<file path="src/askt_pkg.sv">
`timescale 1ns / 1ps
// ----------------------------------------------------------------------------
// askt_pkg: shared types for the aging session key table
// Operation codes, the entry record handed between neighbor cells and the
// control bundle that the sequencer broadcasts to every cell.
// ----------------------------------------------------------------------------
package askt_pkg;

	localparam int KEY_HIGH_W = 16;
	localparam int KEY_LOW_W  = 64;
	localparam int EXPIRY_W   = 32;
	localparam int TIMEOUT_W  = 16;
	localparam int COUNT_W    = 4;
	localparam logic [TIMEOUT_W-1:0] TIMEOUT_RESET = 16'd1800;

	typedef enum logic [1:0] {
		OP_CREATE   = 2'd0,
		OP_VALIDATE = 2'd1,
		OP_REMOVE   = 2'd2,
		OP_NONE     = 2'd3
	} op_t;

	// One table entry as it moves from cell to cell
	typedef struct packed {
		logic                  valid;
		logic                  dead;
		logic [KEY_HIGH_W-1:0] key_high;
		logic [KEY_LOW_W-1:0]  key_low;
		logic [EXPIRY_W-1:0]   expiry;
	} entry_t;

	// Broadcast control from the sequencer to the cells
	typedef struct packed {
		logic                  eval;
		logic                  mark;
		logic                  compact;
		logic                  append;
		logic                  full;
		op_t                   op;
		logic [KEY_HIGH_W-1:0] key_high;
		logic [KEY_LOW_W-1:0]  key_low;
		logic [EXPIRY_W-1:0]   now;
		logic [EXPIRY_W-1:0]   new_exp;
	} cell_ctl_t;

endpackage

</file>
<file path="src/askt_cell.sv">
`timescale 1ns / 1ps
// ----------------------------------------------------------------------------
// askt_cell: one slot of the session table
// Holds one entry, compares it against the current transaction, marks it for
// removal and shifts toward the oldest end on a mark at or below or a full append.
// ----------------------------------------------------------------------------
module askt_cell (
	input  logic                clk,
	input  logic                arst_n,
	input  askt_pkg::cell_ctl_t ctl,
	input  logic                wr_sel,
	input  askt_pkg::entry_t    up_in,
	output askt_pkg::entry_t    ent_out,
	input  logic                prior_in,
	output logic                prior_out,
	input  logic                seen_in,
	output logic                seen_out
);

	logic                            valid_q;
	logic                            dead_q;
	logic [askt_pkg::KEY_HIGH_W-1:0] key_high_q;
	logic [askt_pkg::KEY_LOW_W-1:0]  key_low_q;
	logic [askt_pkg::EXPIRY_W-1:0]   expiry_q;
	logic                            expired_q;
	logic                            match_q;
	logic                            live_match;
	logic                            mark_dead;
	logic                            hit_here;
	logic                            take_up;
	logic                            take_new;

	// Resolve this slot's fate from the flags and the chain below
	always_comb begin
		live_match = valid_q & match_q & ~expired_q;
		mark_dead  = 1'b0;
		hit_here   = 1'b0;
		prior_out  = prior_in;
		unique case (ctl.op)
			askt_pkg::OP_CREATE: begin
				mark_dead = valid_q & expired_q;
			end
			askt_pkg::OP_VALIDATE: begin
				mark_dead = valid_q & expired_q & ~prior_in;
				hit_here  = live_match & ~prior_in;
				prior_out = prior_in | live_match;
			end
			askt_pkg::OP_REMOVE: begin
				mark_dead = valid_q & match_q & ~prior_in;
				prior_out = prior_in | (valid_q & match_q);
			end
			default: begin
				mark_dead = 1'b0;
			end
		endcase
	end

	// Shift when this slot or one below it is marked, or on append to a full row
	assign seen_out = seen_in | dead_q;
	assign take_up  = (ctl.compact & seen_out) | (ctl.append & ctl.full);
	assign take_new = ctl.append & ~ctl.full & wr_sel;

	assign ent_out.valid    = valid_q;
	assign ent_out.dead     = dead_q;
	assign ent_out.key_high = key_high_q;
	assign ent_out.key_low  = key_low_q;
	assign ent_out.expiry   = expiry_q;

	// Hold valid and removal marks
	always_ff @(posedge clk or negedge arst_n) begin
		if (!arst_n) begin
			valid_q <= 1'b0;
			dead_q  <= 1'b0;
		end else if (ctl.mark) begin
			dead_q <= mark_dead;
		end else if (take_up) begin
			valid_q <= up_in.valid;
			dead_q  <= up_in.dead;
		end else if (take_new) begin
			valid_q <= 1'b1;
			dead_q  <= 1'b0;
		end
	end

	// Compare, extend and move the payload
	always_ff @(posedge clk) begin
		if (ctl.eval) begin
			expired_q <= expiry_q < ctl.now;
			match_q   <= (key_high_q == ctl.key_high) && (key_low_q == ctl.key_low);
		end
		if (ctl.mark && hit_here) begin
			expiry_q <= ctl.new_exp;
		end else if (take_up) begin
			key_high_q <= up_in.key_high;
			key_low_q  <= up_in.key_low;
			expiry_q   <= up_in.expiry;
		end else if (take_new) begin
			key_high_q <= ctl.key_high;
			key_low_q  <= ctl.key_low;
			expiry_q   <= ctl.new_exp;
		end
	end

endmodule

</file>
<file path="src/aging_session_key_table.sv">
`timescale 1ns / 1ps
// ----------------------------------------------------------------------------
// aging_session_key_table: ordered table of expiring 80-bit session keys
// A row of MAX_SESSIONS cells, oldest entry in cell 0, run by a sequencer that
// compares, marks, compacts and appends, one step per cycle; a stalled output holds it.
//
//   channel   signals                                         direction
//   in        in_valid/in_ready, operation, key_high,          into block
//             key_low, now_seconds
//   out       out_valid/out_ready, hit, evicted_oldest,         out of block
//             expired_dropped, live_count
//   cfg       cfg_valid/cfg_ready, cfg_data (session_timeout)   into block
//
// An item steps through evaluate, mark, compact, append (create only) and
// done to a registered result; compact repeats while a marked entry remains,
// since the cell row closes one gap per cycle. One item is in work at a time;
// in_ready is high only when the sequencer is idle. A result held on a stalled
// output does not block the next acceptance, only the delivery of that next
// result. Reset empties the table and loads a timeout of 1800 seconds.
// ----------------------------------------------------------------------------
module aging_session_key_table #(
	parameter int MAX_SESSIONS = 10
) (
	input  logic        clk,
	input  logic        arst_n,
	input  logic        in_valid,
	output logic        in_ready,
	input  logic [1:0]  operation,
	input  logic [15:0] key_high,
	input  logic [63:0] key_low,
	input  logic [31:0] now_seconds,
	output logic        out_valid,
	input  logic        out_ready,
	output logic        hit,
	output logic        evicted_oldest,
	output logic [3:0]  expired_dropped,
	output logic [3:0]  live_count,
	input  logic        cfg_valid,
	output logic        cfg_ready,
	input  logic [15:0] cfg_data
);

	localparam int CW = $clog2(MAX_SESSIONS + 1);
	localparam logic [CW-1:0] FULL_COUNT = CW'(MAX_SESSIONS);

	typedef enum logic [2:0] {
		ST_IDLE,
		ST_EVAL,
		ST_MARK,
		ST_COMPACT,
		ST_APPEND,
		ST_DONE
	} state_t;

	state_t                          state_q;
	logic [askt_pkg::TIMEOUT_W-1:0]  timeout_q;
	askt_pkg::op_t                   op_q;
	logic [askt_pkg::KEY_HIGH_W-1:0] key_high_q;
	logic [askt_pkg::KEY_LOW_W-1:0]  key_low_q;
	logic [askt_pkg::EXPIRY_W-1:0]   now_q;
	logic [askt_pkg::EXPIRY_W-1:0]   new_exp_q;
	logic [CW-1:0]                   count_q;
	logic [CW-1:0]                   dropped_q;
	logic                            hit_q;
	logic                            evicted_q;
	logic                            out_valid_q;
	logic                            out_hit_q;
	logic                            out_evicted_q;
	logic [askt_pkg::COUNT_W-1:0]    out_dropped_q;
	logic [askt_pkg::COUNT_W-1:0]    out_count_q;

	askt_pkg::cell_ctl_t             ctl;
	askt_pkg::entry_t                ent [MAX_SESSIONS+1];
	logic [MAX_SESSIONS:0]           prior;
	logic [MAX_SESSIONS:0]           seen;
	logic [askt_pkg::EXPIRY_W:0]     exp_sum;
	logic                            full;
	logic                            out_free;

	assign in_ready  = (state_q == ST_IDLE);
	assign cfg_ready = 1'b1;
	assign full      = (count_q == FULL_COUNT);
	assign out_free  = ~out_valid_q | out_ready;
	assign exp_sum   = {1'b0, now_q} + (askt_pkg::EXPIRY_W+1)'(timeout_q);

	// Broadcast control to the cell row
	always_comb begin
		ctl.eval     = (state_q == ST_EVAL);
		ctl.mark     = (state_q == ST_MARK);
		ctl.compact  = (state_q == ST_COMPACT);
		ctl.append   = (state_q == ST_APPEND);
		ctl.full     = full;
		ctl.op       = op_q;
		ctl.key_high = key_high_q;
		ctl.key_low  = key_low_q;
		ctl.now      = now_q;
		ctl.new_exp  = new_exp_q;
	end

	// Feed the newest end: the new key on append, an empty slot otherwise
	assign ent[MAX_SESSIONS].valid    = (state_q == ST_APPEND);
	assign ent[MAX_SESSIONS].dead     = 1'b0;
	assign ent[MAX_SESSIONS].key_high = key_high_q;
	assign ent[MAX_SESSIONS].key_low  = key_low_q;
	assign ent[MAX_SESSIONS].expiry   = new_exp_q;
	assign prior[0] = 1'b0;
	assign seen[0]  = 1'b0;

	for (genvar i = 0; i < MAX_SESSIONS; i++) begin : g_cell
		askt_cell u_cell (
			.clk       (clk),
			.arst_n    (arst_n),
			.ctl       (ctl),
			.wr_sel    (count_q == CW'(i)),
			.up_in     (ent[i+1]),
			.ent_out   (ent[i]),
			.prior_in  (prior[i]),
			.prior_out (prior[i+1]),
			.seen_in   (seen[i]),
			.seen_out  (seen[i+1])
		);
	end

	// Capture the timeout register
	always_ff @(posedge clk or negedge arst_n) begin
		if (!arst_n) begin
			timeout_q <= askt_pkg::TIMEOUT_RESET;
		end else if (cfg_valid) begin
			timeout_q <= cfg_data;
		end
	end

	// Hold the transaction fields and the saturated expiry
	always_ff @(posedge clk) begin
		if (in_valid && in_ready) begin
			op_q       <= askt_pkg::op_t'(operation);
			key_high_q <= key_high;
			key_low_q  <= key_low;
			now_q      <= now_seconds;
		end
		if (state_q == ST_EVAL) begin
			new_exp_q <= exp_sum[askt_pkg::EXPIRY_W] ? '1 : exp_sum[askt_pkg::EXPIRY_W-1:0];
		end
	end

	// Sequence the steps of one transaction and register its result
	always_ff @(posedge clk or negedge arst_n) begin
		if (!arst_n) begin
			state_q       <= ST_IDLE;
			count_q       <= '0;
			dropped_q     <= '0;
			hit_q         <= 1'b0;
			evicted_q     <= 1'b0;
			out_valid_q   <= 1'b0;
			out_hit_q     <= 1'b0;
			out_evicted_q <= 1'b0;
			out_dropped_q <= '0;
			out_count_q   <= '0;
		end else begin
			// Drop the delivered result unless a new one takes its place
			if (out_valid_q && out_ready && (state_q != ST_DONE)) begin
				out_valid_q <= 1'b0;
			end
			unique case (state_q)
				ST_IDLE: begin
					if (in_valid) begin
						dropped_q <= '0;
						hit_q     <= 1'b0;
						evicted_q <= 1'b0;
						state_q   <= ST_EVAL;
					end
				end
				ST_EVAL: begin
					state_q <= ST_MARK;
				end
				ST_MARK: begin
					hit_q   <= prior[MAX_SESSIONS];
					state_q <= ST_COMPACT;
				end
				ST_COMPACT: begin
					if (seen[MAX_SESSIONS]) begin
						count_q <= count_q - 1'b1;
						if (op_q != askt_pkg::OP_REMOVE) begin
							dropped_q <= dropped_q + 1'b1;
						end
					end else if (op_q == askt_pkg::OP_CREATE) begin
						state_q <= ST_APPEND;
					end else begin
						state_q <= ST_DONE;
					end
				end
				ST_APPEND: begin
					if (full) begin
						evicted_q <= 1'b1;
					end else begin
						count_q <= count_q + 1'b1;
					end
					state_q <= ST_DONE;
				end
				ST_DONE: begin
					if (out_free) begin
						out_valid_q   <= 1'b1;
						out_hit_q     <= hit_q;
						out_evicted_q <= evicted_q;
						out_dropped_q <= askt_pkg::COUNT_W'(dropped_q);
						out_count_q   <= askt_pkg::COUNT_W'(count_q);
						state_q       <= ST_IDLE;
					end
				end
				default: begin
					state_q <= ST_IDLE;
				end
			endcase
		end
	end

	assign out_valid       = out_valid_q;
	assign hit             = out_hit_q;
	assign evicted_oldest  = out_evicted_q;
	assign expired_dropped = out_dropped_q;
	assign live_count      = out_count_q;

endmodule

</file>
<file path="config.mk">
export PLATFORM = sky130hd
export DESIGN_NAME = aging_session_key_table
export DESIGN_NICKNAME = d
export VERILOG_FILES = /design/src/askt_pkg.sv /design/src/askt_cell.sv /design/src/aging_session_key_table.sv
export SDC_FILE = /design/constraint.sdc
export NUM_CORES = 2
export LEC_CHECK = 0
export BUFFER_PORTS_ARGS = -buffer_cell sky130_fd_sc_hd__buf_2
export CAP_MARGIN = 20
export CORE_ASPECT_RATIO = 1.25
export CORE_MARGIN = 1
export CORE_UTILIZATION = 64
export CTS_CLUSTER_DIAMETER = 150
export DETAILED_ROUTE_END_ITERATION = 10
export GPL_ROUTABILITY_DRIVEN = 0
export PLACE_DENSITY = 0.87
export SYNTH_ARGS = -nofsm -noshare
export SYNTH_HDL_FRONTEND = slang
export SYNTH_SLANG_ARGS = --single-unit
</file>
<file path="constraint.sdc">
create_clock -name clk -period 6.6 [get_ports clk]
set_input_delay 0.66 -clock clk [delete_from_list [all_inputs] [get_ports clk]]
set_output_delay 0.66 -clock clk [all_outputs]
set_load 0.03 [all_outputs]
</file>
# ---- Word-level counts from Yosys, hierarchy flattened
# Index checks and enable logic that the tools add are counted.
dict set report totals {
  reg_bits 1346
  word_cells 551
  memories 0
  out_inout_bits 13
  inputBits 135
  mem_bits_ro 0
  ramBits 0
  latchBits 0
}
dict set report op_classes {
  n_bitwise 149
  eq_ne 46
  n_div 0
  multipliers 0
  n_addsub 4
  magnitude_cmp 10
  shifts 0
  reduce_logical 87
  mux 169
}
# op n
set ops {}
lappend ops {{2-to-1 mux 64 bit} 20}
lappend ops {{2-to-1 mux 32 bit} 30}
lappend ops {{== test 64 bit} 10}
lappend ops {{less-than comparator 32 bit} 10}
lappend ops {{2-to-1 mux 16 bit} 20}
lappend ops {{== test 16 bit} 10}
lappend ops {{bitwise AND 1 bit} 79}
lappend ops {{2-to-1 mux 1 bit} 66}
lappend ops {{nonzero test 3 bit} 20}
lappend ops {{AND reduction 2 bit} 22}
lappend ops {{bitwise OR 1 bit} 38}
lappend ops {{adder 32 x 16 -> 33 bit} 1}
lappend ops {{inverter 1 bit} 32}
lappend ops {{nonzero test 2 bit} 14}
lappend ops {{one-hot mux 1 bit (3 select lines)} 9}
lappend ops {{one-hot mux 1 bit (2 select lines)} 13}
lappend ops {{logical AND 1 bit} 23}
lappend ops {{2-to-1 mux 4 bit} 5}
lappend ops {{one-hot mux 3 bit (6 select lines)} 1}
lappend ops {{== test 4 x 3 -> 1 bit (second input constant)} 4}
lappend ops {{one-hot mux 4 bit (2 select lines)} 2}
lappend ops {{inequality test 2 bit (second input constant)} 7}
lappend ops {{== test 4 bit (second input constant)} 3}
lappend ops {{2-to-1 mux 3 bit} 3}
lappend ops {{17 further kinds} 23}

# ---- Longest topological paths before layout
dict set report logic_depth {
  depth_word 25
  mapped_depth 10
}

# ---- By module
# From an unflattened synthesis, not the netlist that was laid out.
dict set report unflattened {
  hier_cells 7063
  area_unflattened_um2 75438.6
}
# mod area_each_um2 cells_per_inst seq_area_each_um2 n_inst
set by_module_without_submodules {}
lappend by_module_without_submodules {{askt_cell (g_cell[5].u_cell ...)} 6844.1 654 3473.3 5}
lappend by_module_without_submodules {{askt_cell (g_cell[0].u_cell ...)} 6696.4 656 3473.3 5}
lappend by_module_without_submodules {aging_session_key_table 7736.2 513 5390.2 1}

# ---- Worst setup path after synthesis
# Ideal clock, no wire load.
dict set report synth_path {
  path_type {reg-to-reg}
  startpoint {register state_q[0]}
  endpoint {register g_cell[1].u_cell.expiry_q[0] (netlist name), enable pin}
  setup_slack_ns 1.648
  path_stages_with_launch 5
  arrival_time_ns 4.441
  n_path_buf 1
  path_cell_list {dfrtp_1 > clkbuf_1 > nor3b_1 > nand2_1 > o41ai_1}
}
dict set report synth_between {
  elab_chain_cells 4
  elab_cells_between_ends 10
  cone_classes {3 x eq/ne; 5 x bitwise; 2 x reduce/logical}
}
# element line
set synth_lines {}
lappend synth_lines {{start, declared} aging_session_key_table.sv:55} ;# state_t state_q;
lappend synth_lines {{start signal, assigned} aging_session_key_table.sv:149} ;# state_q <= ST_IDLE;
lappend synth_lines {{start signal, assigned} aging_session_key_table.sv:170} ;# state_q <= ST_EVAL;
lappend synth_lines {{start signal, assigned} aging_session_key_table.sv:174} ;# state_q <= ST_MARK;
lappend synth_lines {{== test 3 bit / == test 3 x 2 -> 1 bit (equally long branches)} {aging_session_key_table.sv:91, aging_session_key_table.sv:90}}
lappend synth_lines {{bitwise AND 1 bit (on tied branches)} {askt_cell.sv:61, askt_cell.sv:60}}
lappend synth_lines {{bitwise AND 1 bit / bitwise OR 1 bit (equally long branches)} {askt_cell.sv:61, askt_cell.sv:60}}
lappend synth_lines {{nonzero test 3 bit (no line) *} --}
lappend synth_lines {{end signal, assigned} askt_cell.sv:92} ;# expiry_q <= ctl.new_exp;
lappend synth_lines {{end signal, assigned} askt_cell.sv:96} ;# expiry_q <= up_in.expiry;
lappend synth_lines {{end signal, assigned} askt_cell.sv:100} ;# expiry_q <= ctl.new_exp;
lappend synth_lines {{end, declared} askt_cell.sv:24} ;# logic [askt_pkg::EXPIRY_W-1:0] expiry_q;
# Every way passes the cells marked *; elsewhere a longest branch is shown, timed or not.
# A chain may end at the register's enable or synchronous reset.

# ---- Worst setup path after layout
dict set report layout_path {
  startpoint {register state_q[2]}
  endpoint {register g_cell[3].u_cell.key_high_q[11] (netlist name), enable pin}
}
dict set report layout_between {
  elab_chain_cells 5
  elab_cells_between_ends 12
  cone_classes {3 x eq/ne; 6 x bitwise; 3 x reduce/logical}
}
# element line
set layout_lines {}
lappend layout_lines {{== test 3 bit / == test 3 x 2 -> 1 bit (equally long branches)} {aging_session_key_table.sv:91, aging_session_key_table.sv:90}}
lappend layout_lines {{bitwise AND 1 bit (on tied branches)} {askt_cell.sv:61, askt_cell.sv:60}}
lappend layout_lines {{bitwise AND 1 bit / bitwise OR 1 bit (equally long branches)} {askt_cell.sv:61, askt_cell.sv:60}}
lappend layout_lines {{nonzero test 2 bit (no line)} --}
lappend layout_lines {{AND reduction 2 bit (no line) *} --}
lappend layout_lines {{end signal, assigned} askt_cell.sv:94} ;# key_high_q <= up_in.key_high;
lappend layout_lines {{end signal, assigned} askt_cell.sv:98} ;# key_high_q <= ctl.key_high;
lappend layout_lines {{end, declared} askt_cell.sv:22} ;# logic [askt_pkg::KEY_HIGH_W-1:0] key_high_q;
# Marks and branches as above.

==> out/qor.txt <==
RSZ-0062 raised after global routing: false
Drt total wl: 213000 um
Initial antenna violation count: 29
Ys flop type: edfxtp_1
FFs w/ async S/R, synth: 4.46%
IO Count: 148
Worst VDD drop: 0.000467 V
DRT antenna net count: 0
Post-synthesis cell count: 5362
Die ar.: 112000 um^2
Largest net degree at the start of global routing: 135
Area delta synth->final: 10.3%
Min Tclk post-route: 4.53 ns
Slew Limit Fails: 2
CTS tree: yes
Wire per inst: 30.1 um
GRT Residual Overflow: 0
Rows: 136
CTS Buf Count: 138
Pre-CTS WS: 2.20 ns
DP HPWL: 149000 um
Pwr Total: 43.3 mW
Main combinational cell family by area after synthesis: multiplexers
Pre-antenna DRT Iters: 11
Post-synthesis sequential area ratio: 56.5%
Final Hold Vio Count: 0
Top cells by area, synth: edfxtp_1 (54%), mux2_2 (13%), ha_1 (5.9%)
Failing checks: design-rule violations, max-capacitance violations, max-slew violations
Synth Area in Compound Gates: 5.10%
Post-Synth Adder-Cell Area: 5.96%
Req. time, crit path: 7.06 ns
Run status: finished, violations left
Clk_skew: 0.0371 ns
Setup ws final: 2.07 ns
Die H: 374 um
Cell Pwr Density: 553 nW/um^2
Hold Path Depth: 1
R2r endpoint: g_cell[3].u_cell.key_high_q[11]
Largest buffer count on any clock path: 3
Max-slew headroom: -19.0%
Remaining DRCs: 5
Crit-path max FO: 55
Core area: 110000 um^2
CP Data Arrival Time: 4.99 ns
Yosys warning count: 0
Leak Pwr: 28.0 nW
Clk_lat worst skew: 0.80 ns
F_max: 0.221 GHz
CP Capture Type: flip-flop
Global-route wire length before repair: 312000 um
R2r startpoint: state_q[2]
#FFs+latches synth: 1346
Starting Density: 64.6%
Largest area contributor in the netlist: edfxtp_1
Vias in the first global route: 47600
Final hold slack: 0.0316 ns
DR vias/cell: 6.77
# setup viols final: 0
Global-route usage over all layers: 38.8%
Post-synthesis instance area: 71000 um^2
Simple-gate share of the synthesized area: 7.65%
I/O Buffers: 146
Startpoint types: flip-flop
Mux share of post-synthesis cell area: 13.0%
H-tree lvl count: 4
Layout fillers: 6735
Nets@finish: 5949
CTS root buffer: clkbuf_16
Worst-path clk slew: 0.06 ns
Yosys top cell area share: 54.4%
Number of max-cap violations: 1
Setup TNS: 0 ns
Worst-Margin Slew: 1.77 ns
Setup CP Type: flip-flop to flip-flop
DIE WIDTH: 300 um
Worst reg2reg path depth: 6
Syn avg cell area: 13.2 um^2
Share of layout cells above drive strength 1: 24.2%
DR vias: 47800
Post-synth cell types: 83
Final period utilization: 68.7%
Commonest cells post-synth: edfxtp_1 (1286), mux2_2 (813), nand2_1 (544)
Initial DRC count: 6154
Post-synth EDFFs: 1286
Worst reg2reg setup slack: 2.07 ns
Most frequent cell after synthesis: edfxtp_1
Xor/xnor share of the synthesized area: 9.66%
Sink Count: 1346
Synth Net Count: 5835
Hold Path End: key_low_q[63]
Hold WC Path Type: input pin to flip-flop
Util after Layout: 71.3%
Hold path start: key_low[63]
[flip-flops by register name, summed over array words and instances (netlist names), 10 cells and up]
register                  count
g_cell.u_cell.expired_q      10
g_cell.u_cell.key_low_q     640
g_cell.u_cell.key_high_q    160
g_cell.u_cell.dead_q         10
g_cell.u_cell.valid_q        10
key_low_q                    64
now_q                        32
key_high_q                   16
g_cell.u_cell.expiry_q      320
new_exp_q                    32
g_cell.u_cell.match_q        10
timeout_q                    16
[through the flow]
| stage | instance area, um^2 | instances |
|---|---|---|
| 6_report | 78400 | 7062 |
| 5_1_grt | 78300 | 7038 |
| 4_1_cts | 77900 | 7023 |
| 3_5_place_dp | 73400 | 6770 |
| 3_3_place_gp | 73400 | 6770 |
| 2_1_floorplan | 71000 | 5362 |
[cell type report]
cell class | count | area (um^2) | share of cell area, %
antenna | 25 | 62.6 | 0.0798
clock buffer | 169 | 3630 | 4.63
clock inverter | 83 | 922 | 1.18
inverter | 76 | 303 | 0.386
multi-input combinational | 3637 | 29700 | 37.9
sequential | 1346 | 40100 | 51.2
tap | 1449 | 1810 | 2.31
timing repair buffer | 277 | 1810 | 2.31
[timing repair]
item | 4_1_cts | 5_1_grt
resized for setup | 0 | 0
hold buffers | 1 | 0
endpoints found under the hold margin | 1 | 0
buffers inserted | 0 | 0
[worst max-delay path, stage by stage, from the launching register on]
cell and delay [ns]:
dfrtp_1 0.61, nor2b_1 0.35, nand4b_1 0.81, nand2_4 1.03, a21oi_1 0.26, inv_4 0.56
buf_4 0.43
[worst max path at each step]
stage	startpoint	endpoint	slack (ns)	depth (start not counted)
floorplan	state_q[0]	g_cell[1].u_cell.expiry_q[0]	1.65	4
global placement	state_q[2]	g_cell[0].u_cell.key_high_q[12]	2.36	6
detailed placement	state_q[2]	g_cell[0].u_cell.key_high_q[12]	2.20	6
CTS	state_q[2]	g_cell[3].u_cell.key_low_q[5]	2.19	6
global route	state_q[2]	g_cell[3].u_cell.key_high_q[0]	1.84	6
finish	state_q[2]	g_cell[3].u_cell.key_high_q[11]	2.07	6
[placed cells by master (no fill, tap or decap), types with 69 or more instances in the layout]
master,count
edfxtp_1,1286
mux2_2,813
nand2_1,538
xnor2_1,422
xor2_1,338
ha_1,337
o21ai_0,223
nand4_1,168
buf_2,146
clkbuf_16,140
nor4_1,125
buf_4,117
a21oi_1,112
inv_1,69
[where the power goes]
| group | total, mW | switching (mW) | internal, mW |
|---|---|---|---|
| Clock | 8.02 | 3.44 | 4.58 |
| Sequential | 18.5 | 2.96 | 15.5 |
| Combinational | 16.8 | 10.3 | 6.55 |
| Total | 43.3 | 16.7 | 26.6 |
[metal layers]
layer	share of wire [%]	up-vias	GRT usage, %
met5	0.053	-	0.736
met4	12	16	38.9
met3	9.9	1061	13.6
met2	48	3253	61.0
met1	30	23100	39.3
li1	-	20400	-
[cells by family after synthesis]
logic type / after synthesis
flops: 1346
simple gates: 1116
mux: 818
xor+xnor: 783
compound gates: 581
buf+inv: 379
fa+ha+maj: 338
other cells: 1
(Power assumes the default switching activity.)
